**src/hdl/interval_heap_dual_priority_queue_core_macros.svh**
```systemverilog
// assertion helpers shared by the queue core
`ifndef INTERVAL_HEAP_DUAL_PRIORITY_QUEUE_CORE_MACROS_SVH
`define INTERVAL_HEAP_DUAL_PRIORITY_QUEUE_CORE_MACROS_SVH

// condition holds at every clock edge out of reset
`define IHDPQ_ASSERT_ALWAYS(label, clk, rst, cond, msg) \
   label: assert property (@(posedge clk) disable iff (rst) (cond)) else $error(msg);

// consequent holds in the same cycle as the antecedent
`define IHDPQ_ASSERT_IMPLY(label, clk, rst, ante, cons, msg) \
   label: assert property (@(posedge clk) disable iff (rst) (ante) |-> (cons)) else $error(msg);

// consequent holds in the cycle after the antecedent
`define IHDPQ_ASSERT_NEXT(label, clk, rst, ante, cons, msg) \
   label: assert property (@(posedge clk) disable iff (rst) (ante) |=> (cons)) else $error(msg);

`endif

```
**src/hdl/ihdpq_cmp.sv**
```systemverilog
module ihdpq_cmp #(
   parameter int WIDTH = 32
) (
   input  logic [WIDTH-1:0] a,
   input  logic [WIDTH-1:0] b,
   output logic             lt
);

   // signed less-than on raw value patterns
   assign lt = $signed(a) < $signed(b);

endmodule

```
**config.mk**
```make
export PLATFORM = sky130hd
export DESIGN_NAME = ihdpq_cmp
export DESIGN_NICKNAME = d
export VERILOG_FILES = /design/src/hdl/interval_heap_dual_priority_queue_core_macros.svh /design/src/hdl/ihdpq_cmp.sv
export SDC_FILE = /design/constraint.sdc
export NUM_CORES = 1
export LEC_CHECK = 0
export BUFFER_PORTS_ARGS = -buffer_cell sky130_fd_sc_hd__buf_2
export CAP_MARGIN = 5
export CORE_AREA = 4 4 52 54
export DETAILED_ROUTE_END_ITERATION = 10
export DIE_AREA = 0 0 56 58
export GPL_TIMING_DRIVEN = 0
export PLACE_DENSITY = 0.83
export RECOVER_POWER = 50
export SYNTH_ARGS = -nofsm -noshare
export SYNTH_HDL_FRONTEND = slang
export SYNTH_SLANG_ARGS = --single-unit
```
**constraint.sdc**
```tcl
create_clock -name vclk -period 1.4
set_input_delay 0.07 -clock vclk [all_inputs]
set_output_delay 0.07 -clock vclk [all_outputs]
set_load 0.005 [all_outputs]
```
# [Word level (Yosys, flattened, before mapping)]
# Cells that the tools add are included.
[totals] register_bits=0 latchBits=0 ram_bits=0 romBits=0 out_inout_bits=1 elab_cells=1 mem_count=0
[classes] add_sub_neg=0 mul=0 div=0 order_cmp=1 n_eq_ne=0 shift=0 mux=0 bitwise=0 reduce_logical=0
[ops] operator="< comparator 32 bit" n=1

# [Longest topological paths before layout]
[logic_depth] word_depth=1 mapped_depth=8 ltp_nobuf=8

# [Worst setup path after synthesis]
# OpenSTA, ideal clock, no wires.
[synth_path] path_type="input -> output" from="input b[22]" to="output lt" t_arrival_ns=1.419 required_time_ns=1.330 slack_ns=-0.089 stages=8 cell_sequence="inv_1 -> ha_1 -> a21oi_1 -> a21boi_1 -> o21bai_1 -> a31oi_1 -> or4b_1 -> mux2i_1"
[synth_between] elab_chain_cells=1
[synth_rtl] item="start: declaration" line_no="ihdpq_cmp.sv:5" text="input logic [WIDTH-1:0] b,"
[synth_rtl] item="< comparator 32 bit" line_no="ihdpq_cmp.sv:10" text="assign lt = $signed(a) < $signed(b);"
[synth_rtl] item="end: declaration" line_no="ihdpq_cmp.sv:6" text="output logic lt"
# No other way between the ends.

# [Final worst setup path]
[layout_path] from="input b[28]" to="output lt"
# Same word-level chain as after synthesis.

==> flow_summary.toml <==
[critical_path]
end_kind = "output pin"
critical-path-max-stage-delay_ns = 0.50
path_max_fanout = 2
slowest_stage = "or4b_1"
worstSetupPathType = "primary input to output pin"
crit_family = "simple AND/OR/NAND/NOR gates"
required_ns = 1.33
arrival_ns = 1.55
worst_setup_path_start_kind = "primary input"
path_buf_inv = 3
cp_common_cell = "buf_2"
crit_chain = "buf_2, inv_4, ha_4, and3_4, a22o_1, or4b_1, mux2i_1, buf_2"

[grt]
grt_pass1_vias = 903
antenna_found_initial = 0
gr-usage-met3_pct = 0.8909
grt_start_max_net_pins = 5
grtUsageMet2_pct = 22.87
grt-busiest-layer = "met2"
use_met1_pct = 14.55
grt_pass1_wl_um = 3325
grt_overflow = 0
grtUsageTotal_pct = 11.62

[pwr]
finalPower_mw = 0.3204
power_leakage_nw = 0.7622
power.density_mw_per_mm2 = 253.8
ir_drop_uv = 148.0

[run]
drv_cap = 0

[placed_design]
port_buffers = 65
post-place-cells = 201
dpl_worst_slack_ns = -0.2870
dp_hpwl_um = 1919
post_dp_cell_area_sq_mm = 0.001219
place_congestion = 0.7457

[timing]
post-route-period-util_pct = 115.6
slew_viol_final = 0
finalHoldViolCount = 0
hold_slack_ns = 0.5618
post-route-min-period_ns = 1.619
rsz0062_at_grt = "yes"
relSlewSlack_pct = 86.22
fin_ws_ns = -0.2185
finalSetupTns_ns = -0.2185
timing.fmax_mhz = 617.8
setup_viol = 1
tightest_slew_ns = 0.2067

[die]
dieArea_sq_mm = 0.003248
dieWidth_um = 56
row_count = 17
coreArea_sq_mm = 0.002212
pin_count = 65
die_h_um = 58
start_util_pct = 35.69

[finish]
drive_gt1_share_pct = 47.98
fin_util_pct = 57.07
nClkBuffers = 0
final_common_cell = "buf_2"
regArea_sq_um = 0
area_delta_synth_final_pct = 59.90
seq_cells = 0
mostFrequentLayoutCells = "64 x buf_2, 26 x inv_1, 24 x ha_1"
layout.nets = 270
num_antenna_cells = 0
final_cell_area_sq_mm = 0.001262
fin_cells = 201

[routing]
dr.pass1.iters = 5
ant_nets = 0
drt_iter0_markers = 16
routed_wl_um = 1989
viasPerCell = 4.776
wl_per_cell_um = 9.896
drc = 0
vias = 960

[logic_synthesis]
syn_avg_cell_area_sq_um = 7.310
synthCells = 108
syn_nets = 203
ys_warn_count = 0
ys_types = 23
yosysSeqAreaShare_pct = 0
syn_area_sq_um = 789.5

[worst_hold_path]
hold_path.class = "primary input to output pin"

[clock_network]
cts_setup_buffers = 0

[run_status]
violations = "negative setup slack"
status = "complete, but fails checks"
[cell type report]
class,count,area (sq um)
inverters,31,121.4
well taps,28,35.03
fillers,232,949.7
repair buffers,65,331.6
multi-input cells,77,774.5
[synthesized netlist by cell type (2+ instances only)]
cell type	count	share of area (%)
ha_1	31	49
inv_1	31	15
a21oi_1	8	5.1
nand3_1	6	3.8
nand4_1	5	4.0
a21o_1	3	2.9
nand2_1	3	1.4
o21ai_0	3	1.9
a31oi_1	2	1.6
and3_1	2	1.6
nor2_1	2	0.95
[final timing paths]
check              from  to  slack [ns]  depth (start not counted)
hold / removal    a[31]  lt        0.56                          4
setup / recovery  b[28]  lt       -0.22                          8
[routing by layer]
metal	vias to the layer above	part of all wire (%)
li1	508	-
met1	421	39
met2	31	54
met3	0	6.5
met4	0	0
met5	-	0
[repair_timing]
action                     in CTS  in global routing
setup endpoints to repair       1                  1
resized for setup               6                  1
pin swaps                       8                  1
hold buffers                    0                  0
[report_power, final]
| part | leakage, nW | internal, mW | switching (mW) |
|---|---|---|---|
| combinational | 0.762 | 0.181 | 0.140 |
| clock | 0 | 0 | 0 |
| sequential | 0 | 0 | 0 |
[kinds of logic after synthesis]
kind of cell / count (synthesis) / share of synthesized area (%)
AO/OA/AOI/OAI: 23 / 19.65
adder cells (fa/ha/maj): 31 / 49.13
AND/OR/NAND/NOR: 22 / 15.21
multiplexers: 1 / 1.268
buffers and inverters: 31 / 14.74
Power figures use the tool's default switching activity.
